<file path="src/rtl/ckm_pkg.sv">
// Shared types and constants for the color key mask with bounding box.
// Used by every module of the block; depends on nothing.
package ckm_pkg;

  // Largest frame side in pixels and the widths that follow from it
  localparam int MAX_DIM = 4096;
  localparam int CNT_W   = $clog2(MAX_DIM);
  localparam int DIM_W   = 13;
  localparam int PIX_W   = 32;
  localparam int TOL_W   = 8;
  localparam int IDX_W   = 3;
  localparam int OUT_W   = 56;

  // Pixel formats
  typedef enum logic [1:0] {
    MODE_RGBA = 2'd0,
    MODE_GA   = 2'd1,
    MODE_IDX  = 2'd2
  } color_mode_t;

  // Configuration register indexes
  typedef enum logic [IDX_W-1:0] {
    REG_COLOR_MODE   = 3'd0,
    REG_KEY_COLOR    = 3'd1,
    REG_TOLERANCE    = 3'd2,
    REG_FRAME_WIDTH  = 3'd3,
    REG_FRAME_HEIGHT = 3'd4
  } reg_idx_t;

  // Settings as the datapath uses them, sizes already clamped
  typedef struct packed {
    logic [1:0]       color_mode;
    logic [PIX_W-1:0] key_color;
    logic [TOL_W-1:0] tolerance;
    logic [CNT_W-1:0] col_last;
    logic [CNT_W-1:0] row_last;
  } cfg_t;

  // One result item
  typedef struct packed {
    logic             select_bit;
    logic             frame_last;
    logic             box_empty;
    logic [CNT_W-1:0] box_left;
    logic [CNT_W-1:0] box_top;
    logic [CNT_W-1:0] box_right;
    logic [CNT_W-1:0] box_bottom;
  } res_t;

endpackage

</file>
<file path="src/rtl/ckm_cfg.sv">
// Configuration registers of the color key mask, with size clamping.
// Depends on ckm_pkg.
module ckm_cfg import ckm_pkg::*; (
  input  logic             clk,
  input  logic             rst,
  input  logic             cfg_valid,
  output logic             cfg_ready,
  input  logic [IDX_W-1:0] cfg_index,
  input  logic [PIX_W-1:0] cfg_data,
  output cfg_t             cfg
);

  logic [1:0]       color_mode;
  logic [PIX_W-1:0] key_color;
  logic [TOL_W-1:0] tolerance;
  logic [DIM_W-1:0] frame_width;
  logic [DIM_W-1:0] frame_height;

  assign cfg_ready = 1'b1;

  // Take a write; unknown indexes are dropped
  always_ff @(posedge clk) begin
    if (rst) begin
      color_mode   <= '0;
      key_color    <= '0;
      tolerance    <= '0;
      frame_width  <= DIM_W'(1);
      frame_height <= DIM_W'(1);
    end else if (cfg_valid && cfg_ready) begin
      case (cfg_index)
        REG_COLOR_MODE:   color_mode   <= cfg_data[1:0];
        REG_KEY_COLOR:    key_color    <= cfg_data;
        REG_TOLERANCE:    tolerance    <= cfg_data[TOL_W-1:0];
        REG_FRAME_WIDTH:  frame_width  <= cfg_data[DIM_W-1:0];
        REG_FRAME_HEIGHT: frame_height <= cfg_data[DIM_W-1:0];
        default: ;
      endcase
    end
  end

  // Clamp a size to 1..MAX_DIM and give its last position
  function automatic logic [CNT_W-1:0] last_pos(input logic [DIM_W-1:0] v);
    logic [DIM_W-1:0] m;
    begin
      m = v - DIM_W'(1);
      if (v == '0) begin
        last_pos = '0;
      end else if (v > DIM_W'(MAX_DIM)) begin
        last_pos = CNT_W'(MAX_DIM - 1);
      end else begin
        last_pos = m[CNT_W-1:0];
      end
    end
  endfunction

  assign cfg.color_mode = color_mode;
  assign cfg.key_color  = key_color;
  assign cfg.tolerance  = tolerance;
  assign cfg.col_last   = last_pos(frame_width);
  assign cfg.row_last   = last_pos(frame_height);

endmodule

</file>
<file path="src/rtl/ckm_match.sv">
// Per-channel tolerance compare of one pixel against the key color.
// Depends on ckm_pkg.
module ckm_match import ckm_pkg::*; (
  input  logic [PIX_W-1:0] pixel,
  input  cfg_t             cfg,
  output logic             select_bit
);

  logic [3:0] chan_ok;

  // Compare each byte lane: |pixel - key| <= tolerance
  always_comb begin
    logic [7:0] a;
    logic [7:0] b;
    logic [7:0] d;
    for (int i = 0; i < 4; i++) begin
      a = pixel[8*i +: 8];
      b = cfg.key_color[8*i +: 8];
      d = (a >= b) ? (a - b) : (b - a);
      chan_ok[i] = (d <= cfg.tolerance);
    end
  end

  // Combine the lanes that the format uses
  always_comb begin
    case (cfg.color_mode)
      MODE_RGBA: select_bit = &chan_ok;
      MODE_GA:   select_bit = chan_ok[0] & chan_ok[1];
      MODE_IDX:  select_bit = chan_ok[0];
      default:   select_bit = 1'b0;
    endcase
  end

endmodule

</file>
<file path="src/rtl/ckm_bbox.sv">
// Raster position counters and running bounding box of selected pixels.
// Depends on ckm_pkg; builds the result item for each pixel.
module ckm_bbox import ckm_pkg::*; (
  input  logic clk,
  input  logic rst,
  input  logic step,
  input  logic select_bit,
  input  cfg_t cfg,
  output res_t res
);

  logic [CNT_W-1:0] column_count, column_count_next;
  logic [CNT_W-1:0] row_count, row_count_next;
  logic             any_selected, any_selected_next;
  logic [CNT_W-1:0] min_column, min_column_next;
  logic [CNT_W-1:0] min_row, min_row_next;
  logic [CNT_W-1:0] max_column, max_column_next;
  logic [CNT_W-1:0] max_row, max_row_next;
  logic             row_end;
  logic             frame_end;

  assign row_end   = (column_count >= cfg.col_last);
  assign frame_end = row_end && (row_count >= cfg.row_last);

  // Fold the current pixel into the box
  always_comb begin
    any_selected_next = any_selected | select_bit;
    min_column_next   = min_column;
    min_row_next      = min_row;
    max_column_next   = max_column;
    max_row_next      = max_row;
    if (select_bit) begin
      if (!any_selected) begin
        min_column_next = column_count;
        max_column_next = column_count;
        min_row_next    = row_count;
        max_row_next    = row_count;
      end else begin
        if (column_count < min_column) min_column_next = column_count;
        if (column_count > max_column) max_column_next = column_count;
        if (row_count < min_row)       min_row_next    = row_count;
        if (row_count > max_row)       max_row_next    = row_count;
      end
    end
  end

  // Advance the raster position
  always_comb begin
    column_count_next = column_count + CNT_W'(1);
    row_count_next    = row_count;
    if (frame_end) begin
      column_count_next = '0;
      row_count_next    = '0;
    end else if (row_end) begin
      column_count_next = '0;
      row_count_next    = row_count + CNT_W'(1);
    end
  end

  // Build the result; the box shows only on the last pixel of a frame
  always_comb begin
    res            = '0;
    res.select_bit = select_bit;
    res.frame_last = frame_end;
    if (frame_end) begin
      if (any_selected_next) begin
        res.box_left   = min_column_next;
        res.box_top    = min_row_next;
        res.box_right  = max_column_next;
        res.box_bottom = max_row_next;
      end else begin
        res.box_empty  = 1'b1;
      end
    end
  end

  // Update state once per item; start over at frame end
  always_ff @(posedge clk) begin
    if (rst) begin
      column_count <= '0;
      row_count    <= '0;
      any_selected <= 1'b0;
      min_column   <= '0;
      min_row      <= '0;
      max_column   <= '0;
      max_row      <= '0;
    end else if (step) begin
      column_count <= column_count_next;
      row_count    <= row_count_next;
      if (frame_end) begin
        any_selected <= 1'b0;
        min_column   <= '0;
        min_row      <= '0;
        max_column   <= '0;
        max_row      <= '0;
      end else begin
        any_selected <= any_selected_next;
        min_column   <= min_column_next;
        min_row      <= min_row_next;
        max_column   <= max_column_next;
        max_row      <= max_row_next;
      end
    end
  end

  // A frame end clears position and box
  a_frame_restart: assert property (@(posedge clk) disable iff (rst)
    step && frame_end |=> column_count == '0 && row_count == '0 && !any_selected)
    else $error("state not cleared after frame end");

  // A held box is always well ordered
  a_box_ordered: assert property (@(posedge clk) disable iff (rst)
    any_selected |-> min_column <= max_column && min_row <= max_row)
    else $error("bounding box out of order");

  // A non-empty box at frame end is well ordered and an empty box has zero right and bottom edges
  a_result_box: assert property (@(posedge clk) disable iff (rst)
    step && res.frame_last |->
      (res.box_empty ? (res.box_right == '0 && res.box_bottom == '0)
       : (res.box_left <= res.box_right && res.box_top <= res.box_bottom)))
    else $error("bad box in frame end result");

endmodule

</file>
<file path="src/rtl/color_key_mask_with_bbox_unit.sv">
// Top level of the color key mask with bounding box: stream ports and pipeline.
// Depends on ckm_pkg, ckm_cfg, ckm_match and ckm_bbox.
//
// Takes one pixel per item in raster order and returns one result item per pixel: a select
// bit that is set when every channel that the color mode uses lies within the tolerance of
// the key color, and, on the item for the last pixel of a frame (tlast high), the bounding
// box of all selected pixels of that frame or an empty flag. The block sustains one item per
// clock while the output is not stalled; a result passes through the input register and
// the result register that bracket the compare and box update. Frame size is clamped to
// 1..4096 per side. Write configuration only while no items are in flight.
module color_key_mask_with_bbox_unit import ckm_pkg::*; (
  input  logic             clk,
  input  logic             rst,
  // Configuration write channel
  input  logic             cfg_valid,
  output logic             cfg_ready,
  input  logic [IDX_W-1:0] cfg_index,
  input  logic [PIX_W-1:0] cfg_data,
  // Pixel stream in
  input  logic             s_tvalid,
  output logic             s_tready,
  input  logic [PIX_W-1:0] s_tdata,   // pixel[31:0]
  // Result stream out
  output logic             m_tvalid,
  input  logic             m_tready,
  output logic [OUT_W-1:0] m_tdata,   // select_bit[0], box_empty[1], box_left[13:2],
                                      // box_top[25:14], box_right[37:26],
                                      // box_bottom[49:38], zero[55:50]
  output logic             m_tlast    // frame_last
);

  cfg_t             cfg;
  logic             a_valid;
  logic [PIX_W-1:0] a_pixel;
  logic             advance;
  logic             step;
  logic             select_bit;
  res_t             res;
  res_t             out_res;
  logic             out_valid;

  ckm_cfg u_cfg (
    .clk       (clk),
    .rst       (rst),
    .cfg_valid (cfg_valid),
    .cfg_ready (cfg_ready),
    .cfg_index (cfg_index),
    .cfg_data  (cfg_data),
    .cfg       (cfg)
  );

  // Pipeline control: the result register is empty or drains this cycle
  assign advance  = !out_valid || m_tready;
  assign s_tready = !a_valid || advance;
  assign step     = a_valid && advance;

  // Input register
  always_ff @(posedge clk) begin
    if (rst) begin
      a_valid <= 1'b0;
    end else if (s_tready) begin
      a_valid <= s_tvalid;
    end
  end

  always_ff @(posedge clk) begin
    if (s_tready && s_tvalid) begin
      a_pixel <= s_tdata;
    end
  end

  ckm_match u_match (
    .pixel      (a_pixel),
    .cfg        (cfg),
    .select_bit (select_bit)
  );

  ckm_bbox u_bbox (
    .clk        (clk),
    .rst        (rst),
    .step       (step),
    .select_bit (select_bit),
    .cfg        (cfg),
    .res        (res)
  );

  // Result register
  always_ff @(posedge clk) begin
    if (rst) begin
      out_valid <= 1'b0;
    end else if (advance) begin
      out_valid <= a_valid;
    end
  end

  always_ff @(posedge clk) begin
    if (step) begin
      out_res <= res;
    end
  end

  assign m_tvalid = out_valid;
  assign m_tlast  = out_res.frame_last;
  assign m_tdata  = {(OUT_W - 2 - 4*CNT_W)'(0), out_res.box_bottom, out_res.box_right,
                     out_res.box_top, out_res.box_left, out_res.box_empty,
                     out_res.select_bit};

  // A stalled item in the input register stays put
  a_hold_input: assert property (@(posedge clk) disable iff (rst)
    a_valid && !advance |=> a_valid && $stable(a_pixel))
    else $error("input item lost while stalled");

endmodule
</file>
<file path="config.mk">
export PLATFORM = sky130hd
export DESIGN_NAME = color_key_mask_with_bbox_unit
export DESIGN_NICKNAME = d
export VERILOG_FILES = /design/src/rtl/ckm_pkg.sv /design/src/rtl/ckm_cfg.sv /design/src/rtl/ckm_match.sv /design/src/rtl/ckm_bbox.sv /design/src/rtl/color_key_mask_with_bbox_unit.sv
export SDC_FILE = /design/constraint.sdc
export NUM_CORES = 1
export LEC_CHECK = 0
export BUFFER_PORTS_ARGS = -buffer_cell sky130_fd_sc_hd__clkbuf_2
export CAP_MARGIN = 30
export CORE_ASPECT_RATIO = 1.5
export CORE_MARGIN = 1
export CORE_UTILIZATION = 30
export DETAILED_ROUTE_END_ITERATION = 12
export HOLD_SLACK_MARGIN = 0.03
export MAX_ROUTING_LAYER = met4
export PLACE_DENSITY = 0.45
export RECOVER_POWER = 100
export SLEW_MARGIN = 20
export SYNTH_ARGS = -nofsm -noshare
export SYNTH_HDL_FRONTEND = slang
export SYNTH_SLANG_ARGS = --single-unit
</file>
<file path="constraint.sdc">
create_clock -name clk -period 6.93 [get_ports clk]
set_clock_uncertainty 0.05 [all_clocks]
set_input_delay 0 -clock clk [delete_from_list [all_inputs] [get_ports clk]]
set_output_delay 0 -clock clk [all_outputs]
set_load 0.01 [all_outputs]
</file>
==> run metrics, run 1 <==
outcome=finished, violations left; failing checks=capacitance limit, slew limit; CTS tree=built; DRT iter0 DRCs=571; die height=269 um; number of max-cap violations=2; post-route insts no fill=2,399; Setup violations, final=0; Worst VDD drop=0.000215 V; core area=0.0468 mm2; worst-margin pin slew=3.87 ns; drt via density=~4.9; initial antenna violation count=5; CP max FO=43; overall die width=180 um; FF+latch count, synth=226; buffers from clock root to sink, at most=3; max layer used=met4; Post-synth EDFFs=83; CP arrival=approximately 6.4 ns; clock latency at the later pin of the worst-skew pair=0.56 ns; Nets=a little over 2,000; ys async rst share=0; DRC=0; Synth-to-Final Area Change=19.8%; starting density of the core=0.305; Pleak=6.54 nW; Placer Congestion=0.840; first-pass GRT wire length=approximately 63,000 um; port bufs=between 100 and 150; Routed WL per cell=between 15 and 20 um; CTS buffer count=26; vias in the first global route=12,100; post-CTS sizing=0; DR WL met2=~21,000 um; final period utilization=0.880; postcts setup bufs=0; Max Freq=164 MHz; Final Critical Period=6.10 ns; Seq/Total Area, Yosys=0.374; most frequent cells in the layout=192 x nand2_1, 167 x a21oi_1, 166 x ha_1, 144 x inv_1, 143 x dfxtp_1; WL met1=roughly 16,000 um; CP endpoint kind=flip-flop; Clock Pin Slew Worst Setup and Hold Paths=0.06 ns; critical setup path kind=flip-flop to flip-flop; CTS H-tree lvls=1; grt ovf=0; worst hold-check path type=primary input to flip-flop; Cells after Synth=1,612; post-placement cell count=2,270; largest net degree at the start of global routing=77; Synth Area per Inst=8.87 um2; DRT antenna net count=0; Routed WL=slightly below 40,000 um; DRT Pass-1 Iters=5; # clock sinks=about 230; Cell Area, Synth=0.0143 mm2; share of layout cells above drive strength 1=0.0861; Die ar.=0.0486 mm2; max-slew violations=between 100 and 150; post-layout util=0.366; GRT Total Usage=0.166; WL met3=between 1000 and 1500 um; Critical Path Start Type=flip-flop; leading cell type in the layout, fill and taps excluded=nand2_1; P per Cell Area=about 210 mW/mm2; Clock Root Buffer=clkbuf_16; io pins=132; final hold vios=0; Req. time, crit path=7.18 ns; post-DP HPWL=28,800 um; Rows=between 90 and 100; relative slew slack=-1.58; setup_tns=0 ns; commonest register cell after synthesis=dfxtp_1; cts-stage hold buffer count=76; Netlist cell types=76; via count=roughly 12,000; yosys warns=0; RSZ-0062 raised after global routing=false
[state kept, by name, summed over array words and instances (netlist names)]
name / cells
m_tvalid: 1
m_tlast: 1
u_bbox.column_count: 12
u_cfg.key_color: 32
u_bbox.any_selected: 1
a_pixel: 32
u_bbox.min_row: 12
u_bbox.min_column: 12
u_bbox.max_column: 12
m_tdata: 50
u_bbox.row_count: 12
u_cfg.frame_width: 13
u_cfg.frame_height: 13
a_valid: 1
u_bbox.max_row: 12
u_cfg.tolerance: 8
u_cfg.color_mode: 2
[stage by stage]
step | setup WS, ns | cell area [um2] | power, mW | hold WS (ns)
after floorplan | 1.98 | 14300 | 1.80 | 0.0489
after global placement | 1.11 | 15500 | 1.95 | 0.127
after detailed placement | 1.08 | 15500 | 1.96 | 0.129
after CTS | 1.08 | 17300 | 3.63 | 0.0376
after global routing | 0.415 | 17100 | 3.73 | 0.0774
final | 0.829 | 17100 | 3.57 | 0.0824
[routing by layer]
metal,vias up,GRT usage
li1,6031,-
met1,5534,0.178
met2,222,0.314
met3,61,0.0200
met4,0,0.0513
met5,-,-
[power breakdown]
part           internal, mW  switching [mW]
sequential             1.41          0.0243
combinational         0.214           0.303
clock                  1.02           0.593
[cell usage after synthesis (all sizes together), types with 7 or more instances]
cell type / instances / area [um2]
edfxtp: 83 / 2490
o21ai: 67 / 335
or3: 7 / 48.8
mux2: 8 / 93.8
inv: 145 / 547
xor2: 29 / 254
clkbuf: 53 / 199
a21oi: 169 / 861
a21o: 27 / 203
a31oi: 23 / 159
ha: 166 / 2080
o21bai: 10 / 75.1
o211ai: 20 / 155
mux2i: 36 / 360
or4: 9 / 67.6
and3: 13 / 81.3
nand2: 193 / 732
a22o: 38 / 333
xnor2: 26 / 228
nor2b: 15 / 93.8
fa: 8 / 160
nor2: 108 / 408
nand3: 42 / 210
buf: 32 / 194
dfxtp: 143 / 2860
o21a: 13 / 97.6
nor3: 11 / 60.1
nand4: 41 / 257
[critical path, cell delays in order, from the launching register on]
cell	delay, ns
edfxtp_1	0.40
inv_1	0.07
ha_1	0.14
inv_1	0.06
fa_1	0.39
a21o_1	0.19
a21oi_1	0.18
a31o_2	0.23
nand2_4	0.10
mux2_1	0.37
a31o_2	0.26
or4_1	0.46
a21oi_1	0.20
ha_1	0.24
nand4_1	0.16
a21oi_1	0.27
a2111oi_4	0.08
o31ai_1	0.85
or3_1	0.33
inv_4	0.21
o21ai_4	0.19
buf_4	0.28
nor2_1	0.09
[kinds of logic after synthesis]
logic type      share of synthesized area
compound gates                      0.178
xor+xnor                           0.0337
other cells                      0.000525
buf+inv                            0.0657
simple gates                        0.160
fa+ha+maj                           0.156
flops                               0.374
mux                                0.0317
[worst paths after layout]
path / end / start / slack (ns) / cells after the start
setup / recovery: m_tdata[16] / a_pixel[8] / 0.83 / 22
hold / removal: u_cfg.frame_height[4] / cfg_valid / 0.08 / 4
setup reg to reg: m_tdata[16] / a_pixel[8] / 0.83 / 22
hold reg to reg: u_cfg.tolerance[4] / u_cfg.tolerance[4] / 0.40 / 2
[cell type report]
| class | count | area, um2 |
|---|---|---|
| inverter | 145 | 547 |
| sequential | 226 | 5360 |
| multi-input combinational | 1161 | 8050 |
| clock buffer | 34 | 753 |
| clock inverter | 14 | 246 |
| timing repair buffer | 220 | 1440 |
| fill | 4858 | 29700 |
| tap | 594 | 743 |
| antenna | 5 | 12.5 |
No activity file was read; power rests on OpenSTA's default activity.
==> run 2, diff against run 1 <==
--- a/config.mk
+++ b/config.mk
@@ -7,7 +7,7 @@
 export LEC_CHECK = 0
 export BUFFER_PORTS_ARGS = -buffer_cell sky130_fd_sc_hd__clkbuf_2
 export CAP_MARGIN = 30
-export CORE_ASPECT_RATIO = 1.5
+export CORE_ASPECT_RATIO = 1.1
 export CORE_MARGIN = 1
 export CORE_UTILIZATION = 30
 export DETAILED_ROUTE_END_ITERATION = 12
==> run 2 against run 1 <==
Net effect: the flow still finishes with violations (capacitance limit, slew limit); global-route usage is 0.14 points lower; final area is 0.15% lower; sequential power hardly changed; worst setup slack better by 0.071 ns; power is 4.7% lower; non-clock buffer count stayed put; critical path depth is 1 lower; sequential cell count stayed put; sequential share of layout area hardly changed; highest routed layer unchanged.
==> run metrics, run 2 (synthesis results as in run 1) <==
io pins=132 (unchanged); post-DP HPWL=28,000 um (was 28,800 um); drt via density=4.86 (was 4.94); Setup violations, final=0 (unchanged); setup_tns=0 ns (unchanged); Routed WL per cell=15.8 um (was 16.3 um); Synth-to-Final Area Change=19.7% (was 19.8%); number of max-cap violations=3 (was 2); switching part of the total=0.270 (was 0.258); failing checks=capacitance limit, slew limit (unchanged); Largest register FFs=50 (unchanged); largest net degree at the start of global routing=81 (was 77); grt ovf=0 (unchanged); outcome=finished, violations left (unchanged); dpl ws=1.16 ns (was 1.08 ns); most frequent cells in the layout=192 x nand2_1, 166 x a21oi_1, 166 x ha_1, 144 x inv_1, 143 x dfxtp_1 (was 192 x nand2_1, 167 x a21oi_1, 166 x ha_1, 144 x inv_1, 143 x dfxtp_1); Critical Path Max Stage Delay=0.60 ns (was 0.85 ns); share of layout cells above drive strength 1=0.0876 (was 0.0861); P per Cell Area=199 mW/mm2 (was 208 mW/mm2); Clock Pin Slew Worst Setup and Hold Paths=0.06 ns (about the same); first-pass GRT wire length=63,000 um (was 63,300 um); DRT iter0 DRCs=469 (was 571); worst setup margin=0.899 ns (was 0.829 ns); CTS tree=built (unchanged); initial antenna violation count=5 (unchanged); Worst VDD drop=0.000163 V (was 0.000215 V); Nets=2,029 (was 2,026); Req. time, crit path=7.17 ns (was 7.18 ns); final period utilization=0.870 (was 0.880); CP endpoint kind=flip-flop (unchanged); clock latency at the later pin of the worst-skew pair=0.56 ns (about the same); final hold vios=0 (unchanged); Final Critical Period=6.03 ns (was 6.10 ns); relative slew slack=-1.26 (was -1.58); Max Freq=166 MHz (was 164 MHz); worst hold-check path type=primary input to flip-flop (unchanged); Routed WL=38,600 um (was 39,200 um); GRT Total Usage=0.164 (was 0.166); DRT Pass-1 Iters=5 (unchanged); Rows=83 (was 97); CTS H-tree lvls=1 (unchanged); core area=0.0468 mm2 (about the same); critical setup path kind=flip-flop to flip-flop (unchanged); CTS buffer count=29 (was 26); Fin Hold WS=0.0633 ns (was 0.0824 ns); net switching power=917 uW (was 920 uW); worst-margin pin slew=3.39 ns (was 3.87 ns); Clock Root Buffer=clkbuf_16 (unchanged); RSZ-0062 raised after global routing=false (unchanged); Die ar.=0.0486 mm2 (about the same); starting density of the core=0.305 (about the same); P_int=2.48 mW (was 2.65 mW); buffers from clock root to sink, at most=3 (unchanged); post-CTS sizing=0 (unchanged); Pleak=6.48 nW (was 6.54 nW); max-slew violations=146 (was 133); Critical Path Start Type=flip-flop (unchanged); post-layout util=0.366 (about the same); DRT antenna net count=0 (unchanged); leading cell type in the layout, fill and taps excluded=nand2_1 (unchanged); r2r setup slk=0.90 ns (was 0.83 ns); vias in the first global route=11,900 (was 12,100); CP max FO=43 (unchanged); port bufs=124 (unchanged); CP arrival=6.27 ns (was 6.35 ns); via count=11,900 (was 11,800); # clock sinks=226 (unchanged); Seq pwr share=0.423 (was 0.403); worst path cell trace=inv_1 -> ha_1 -> inv_1 -> fa_1 -> a21o_1 -> a2111oi_0 -> o21ai_0 -> mux2i_1 -> o221ai_1 -> a31oi_1 -> a21boi_0 -> a21oi_1 -> ha_1 -> nand4_1 -> o21bai_1 -> a21oi_1 -> or3_1 -> inv_4 -> o21ai_4 -> clkbuf_2 -> nor2_1 (was inv_1 -> ha_1 -> inv_1 -> fa_1 -> a21o_1 -> a21oi_1 -> a31o_2 -> nand2_4 -> mux2_1 -> a31o_2 -> or4_1 -> a21oi_1 -> ha_1 -> nand4_1 -> a21oi_1 -> a2111oi_4 -> o31ai_1 -> or3_1 -> inv_4 -> o21ai_4 -> buf_4 -> nor2_1); Comb pwr share=0.151 (was 0.145); DRC=0 (unchanged); overall die width=210 um (was 180 um); die height=231 um (was 269 um); part of the power in the clock network=0.426 (was 0.453); Critical-path top delay cell=o21ai_0 (was o31ai_1); Placer Congestion=0.835 (was 0.840)
-- run 2: changes by cell type in the layout (fill, tap and decap cells not counted), moves of 2 or more --
cell        previous run  this run
clkinvlp_4             0         3
clkbuf_1              66        69
bufinv_16              7         1
clkbuf_16             28        30
clkbuf_2              66        71
inv_4                  1         3
buf_4                 15        10
-- run 2: power groups by stage --
stage               Combinational, mW  Clock [mW]  Sequential, mW
floorplan                       0.340           0            1.46
global placement                0.482           0            1.47
detailed placement              0.491           0            1.47
CTS                             0.527        1.50            1.44
global route                    0.574        1.56            1.44
finish                          0.512        1.45            1.44
-- run 2: area by class of cell --
class / count / area (um2)
clock inverter: 12 / 91.3
multi-input combinational: 1161 / 8060
tap: 637 / 797
clock buffer: 40 / 818
sequential: 226 / 5360
timing repair buffer: 220 / 1440
fill: 4891 / 29700
inverter: 145 / 547
antenna: 5 / 12.5
-- run 2: final timing paths --
path,from,depth (start not counted),endpoint
max,a_pixel[0],21,m_tdata[20]
min,cfg_valid,4,u_cfg.frame_height[1]
max reg2reg,a_pixel[0],21,m_tdata[20]
min reg2reg,u_cfg.tolerance[6],2,u_cfg.tolerance[6]
-- run 2: per-stage QoR --
stage          total power [mW]  instances  instance area [um2]
6_report                   3.40       2446                17100
5_1_grt                    3.58       2446                17100
4_1_cts                    3.47       2440                17200
3_5_place_dp               1.96       2312                15500
3_3_place_gp               1.95       2310                15500
2_1_floorplan              1.80       1617                14300
-- run 2: worst max-delay path, delay by kind of cell (launching register included) --
| kind | cells | cell delay (ns) |
|---|---|---|
| compound gates | 10 | 2.84 |
| fa+ha+maj | 3 | 0.86 |
| buf+inv | 4 | 0.80 |
| flops | 1 | 0.40 |
| mux | 1 | 0.25 |
| simple gates | 3 | 0.54 |
-- run 2: per-layer routing --
layer  vias to the layer above  wire (um)  GRT usage
met5                         -          0          -
li1                       6037          -          -
met3                        45       1380     0.0228
met2                       195      18900      0.287
met1                      5601      17600      0.200
met4                         0        614     0.0376
-- run 2: what timing repair did --
action,CTS,global route
hold buffers,76,0
hold endpoints to repair,115,0
buffers inserted,0,0
endpoints found under the setup margin,0,0
==> run 3, diff against run 2 <==
--- a/config.mk
+++ b/config.mk
@@ -5,6 +5,7 @@
 export SDC_FILE = /design/constraint.sdc
 export NUM_CORES = 1
 export LEC_CHECK = 0
+export ABC_AREA = 1
 export BUFFER_PORTS_ARGS = -buffer_cell sky130_fd_sc_hd__clkbuf_2
 export CAP_MARGIN = 30
 export CORE_ASPECT_RATIO = 1.1
==> run 3 against run 2 <==
Net effect: first-iteration DRC count increased by 33%; synthesized cell count up 27%; synthesized area increased by 7.1%; the flow still finishes with violations (capacitance limit, slew limit); largest power group unchanged; sequential cell count unchanged; largest cell class unchanged; critical endpoint is now u_bbox.max_row[5]; routed wire length increased by 15%; cell count up 18%.
==> run metrics, run 3 <==
outcome=finished, violations left (unchanged); failing checks=capacitance limit, slew limit (unchanged); Comb pwr share=0.190 (was 0.151); Max Freq=188 MHz (was 166 MHz); share of the synthesized area in the top cell type=0.187 (was 0.200); Post-synth EDFFs=83 (unchanged); starting density of the core=0.305 (about the same); overall die width=217 um (was 210 um); Worst VDD drop=0.000163 V (about the same); Final Critical Period=5.31 ns (was 6.03 ns); core area=0.0503 mm2 (was 0.0468 mm2); worst path cell trace=inv_1 -> ha_1 -> inv_1 -> fa_1 -> nand2_1 -> nand2_1 -> nand2_1 -> nand4_2 -> mux2i_1 -> xor2_1 -> inv_1 -> ha_1 -> a21o_1 -> a21oi_1 -> nand2_1 -> a21oi_1 -> nand2_1 -> nand2_8 -> nand2_2 -> nand2_1 -> nand3_1 -> a21oi_1 (was inv_1 -> ha_1 -> inv_1 -> fa_1 -> a21o_1 -> a2111oi_0 -> o21ai_0 -> mux2i_1 -> o221ai_1 -> a31oi_1 -> a21boi_0 -> a21oi_1 -> ha_1 -> nand4_1 -> o21bai_1 -> a21oi_1 -> or3_1 -> inv_4 -> o21ai_4 -> clkbuf_2 -> nor2_1); Rows=86 (was 83); # clock sinks=226 (unchanged); DRT antenna net count=0 (unchanged); final hold vios=0 (unchanged); initial antenna violation count=1 (was 5); post-DP HPWL=31,700 um (was 28,000 um); CTS buffer count=28 (was 29); DR WL met2=22,300 um (was 18,900 um); Die ar.=0.0520 mm2 (was 0.0486 mm2); depth of the most critical reg-to-reg path=22 (was 21); Critical Path Start Type=flip-flop (unchanged); switching part of the total=0.288 (was 0.270); Critical-path top delay cell=nand2_1 (was o21ai_0); Cells after Synth=2,040 (was 1,612); via count=13,600 (was 11,900); post-CTS sizing=0 (unchanged); relative slew slack=-1.08 (was -1.26); ys async rst share=0 (unchanged); synth cell count leaders=475 x nand2_1, 273 x inv_1, 232 x a21oi_1, 166 x ha_1, 143 x dfxtp_1 (was 192 x nand2_1, 166 x ha_1, 165 x a21oi_1, 143 x dfxtp_1, 143 x inv_1); Tot Pwr=3.69 mW (was 3.40 mW); Cell Area, Synth=0.0153 mm2 (was 0.0143 mm2); FF+latch count, synth=226 (unchanged); setup_tns=0 ns (unchanged); WL met3=1880 um (was 1380 um); final period utilization=0.766 (was 0.870); grt ovf=0 (unchanged); yosys warns=0 (unchanged); largest net degree at the start of global routing=72 (was 81); part of the power in the clock network=0.416 (was 0.426); die height=239 um (was 231 um); P per Cell Area=204 mW/mm2 (was 199 mW/mm2); buffers from clock root to sink, at most=3 (unchanged); Synth-to-Final Area Change=18.0% (was 19.7%); Largest register FFs=50 (unchanged); Placer Congestion=0.870 (was 0.835); CTS tree=built (unchanged); drt via density=4.70 (was 4.86); DRC=0 (unchanged); worst-margin pin slew=3.12 ns (was 3.39 ns); count leader, synth=nand2_1 (unchanged); critical setup path kind=flip-flop to flip-flop (unchanged); Netlist cell types=50 (was 76); Seq pwr share=0.394 (was 0.423); number of max-cap violations=4 (was 3); Routed WL=44,400 um (was 38,600 um); CP endpoint kind=flip-flop (unchanged); CP dominant cell by count=nand2_1; most frequent cells in the layout=485 x nand2_1, 273 x inv_1, 232 x a21oi_1, 166 x ha_1, 143 x dfxtp_1 (was 192 x nand2_1, 166 x a21oi_1, 166 x ha_1, 144 x inv_1, 143 x dfxtp_1); largest cells by area after synthesis=dfxtp_1 19%, edfxtp_1 16%, ha_1 14% (was dfxtp_1 20%, edfxtp_1 17%, ha_1 15%); max layer used=met4 (unchanged); Clock Root Buffer=clkbuf_16 (unchanged); Fill cells=5,332 (was 4,891); CTS H-tree lvls=1 (unchanged); WL met1=19,400 um (was 17,600 um); io pins=132 (unchanged); WHS Path Cells=2 (was 4); leading cell type in the layout, fill and taps excluded=nand2_1 (unchanged); first-pass GRT wire length=71,000 um (was 63,000 um); Pleak=7.79 nW (was 6.48 nW); DRT iter0 DRCs=624 (was 469); RSZ-0062 raised after global routing=false (unchanged); P_int=2.63 mW (was 2.48 mW); max-slew violations=214 (was 146); clock latency at the later pin of the worst-skew pair=0.56 ns (about the same); Yosys top cell by area=dfxtp_1 (unchanged); share of layout cells above drive strength 1=0.0675 (was 0.0876); CP max FO=51 (was 43); Seq/Total Area, Yosys=0.350 (was 0.374); DRT Pass-1 Iters=5 (unchanged); port bufs=124 (unchanged); Routed WL per cell=15.3 um (was 15.8 um); GRT Total Usage=0.176 (was 0.164); Setup violations, final=0 (unchanged); Req. time, crit path=7.33 ns (was 7.17 ns); Clock Pin Slew Worst Setup and Hold Paths=0.06 ns (about the same); Synth Area per Inst=7.51 um2 (was 8.87 um2); net switching power=1.06 mW (was 917 uW); worst hold-check path type=primary input to flip-flop (unchanged); CP arrival=5.71 ns (was 6.27 ns); vias in the first global route=13,500 (was 11,900); Nets=2,460 (was 2,029); commonest register cell after synthesis=dfxtp_1 (unchanged); Critical Path Max Stage Delay=0.76 ns (was 0.60 ns)
-- run 3: cell types whose count changed after synthesis, sizes merged, moves of 14 or more --
cell,before,now
xor2,29,43
nand3,42,125
nand2,193,491
inv,145,279
a22o,38,0
a21o,27,6
xnor2,26,9
o21ai,67,126
nand4,41,22
nor2,108,138
a21oi,169,233
mux2i,36,5
nor2b,15,0
a31oi,23,1
-- run 3: cell families (layout without fill, tap and decap cells) --
logic type | count (synthesis) | in the layout | share of synthesized area
simple gates | 803 | 803 | 0.224
compound gates | 412 | 412 | 0.145
buf+inv | 359 | 550 | 0.0969
flops | 226 | 226 | 0.350
fa+ha+maj | 174 | 174 | 0.146
xor+xnor | 52 | 52 | 0.0297
mux | 12 | 12 | 0.00841
other cells | 2 | 8 | 0.000490
-- run 3: stage by stage --
stage	setup WS, ns	instance area [um2]	utilization	cells	hold WS (ns)
3_3_place_gp	2.28	16400	0.327	2760	0.128
3_5_place_dp	2.28	16400	0.327	2760	0.129
4_1_cts	2.26	18200	0.362	2894	0.0554
6_report	1.62	18100	0.360	2897	0.102
5_1_grt	1.10	18100	0.360	2897	0.0653
2_1_floorplan	3.24	15300	-	2045	0.0489
-- run 3: final cells by class --
class	instances	area [um2]	area share
multi-input combinational	1460	8450	0.468
inverter	280	1050	0.0581
clock inverter	13	158	0.00872
timing repair buffer	218	1440	0.0798
sequential	226	5360	0.296
tap	660	826	0.0457
antenna	1	2.50	0.000138
clock buffer	39	793	0.0439
-- run 3: critical path: cells and delay by family, from the launching register on --
family                   cells  cell delay (ns)
AND/OR/NAND/NOR             10             2.55
multiplexers                 1             0.27
flip-flops                   1             0.41
AO/OA/AOI/OAI                4             0.63
buffers and inverters        3             0.20
adder cells (fa/ha/maj)      3             0.86
XOR/XNOR                     1             0.17
-- run 3: power by group through the flow --
stage / registers, mW / logic, mW / clock network [mW]
3_3_place_gp: 1.48 / 0.676 / 0
2_1_floorplan: 1.48 / 0.508 / 0
6_report: 1.45 / 0.703 / 1.54
5_1_grt: 1.46 / 0.810 / 1.65
4_1_cts: 1.45 / 0.719 / 1.60
3_5_place_dp: 1.48 / 0.681 / 0
-- run 3: per-layer routing --
| layer | global-route usage | vias up |
|---|---|---|
| li1 | - | 7069 |
| met1 | 0.205 | 6233 |
| met2 | 0.318 | 263 |
| met3 | 0.0223 | 60 |
| met4 | 0.0412 | 0 |
| met5 | - | - |
-- run 3: final timing paths --
path,start,slack [ns],endpoint
hold reg to reg,u_cfg.key_color[31],0.41,u_cfg.key_color[31]
setup / recovery,a_pixel[0],1.62,u_bbox.max_row[5]
hold / removal,s_tdata[19],0.10,a_pixel[19]
setup reg to reg,a_pixel[0],1.62,u_bbox.max_row[5]
-- run 3: what timing repair did --
action | CTS | global route
hold endpoints to repair | 117 | 0
hold buffers | 82 | 0
buffers inserted | 0 | 0
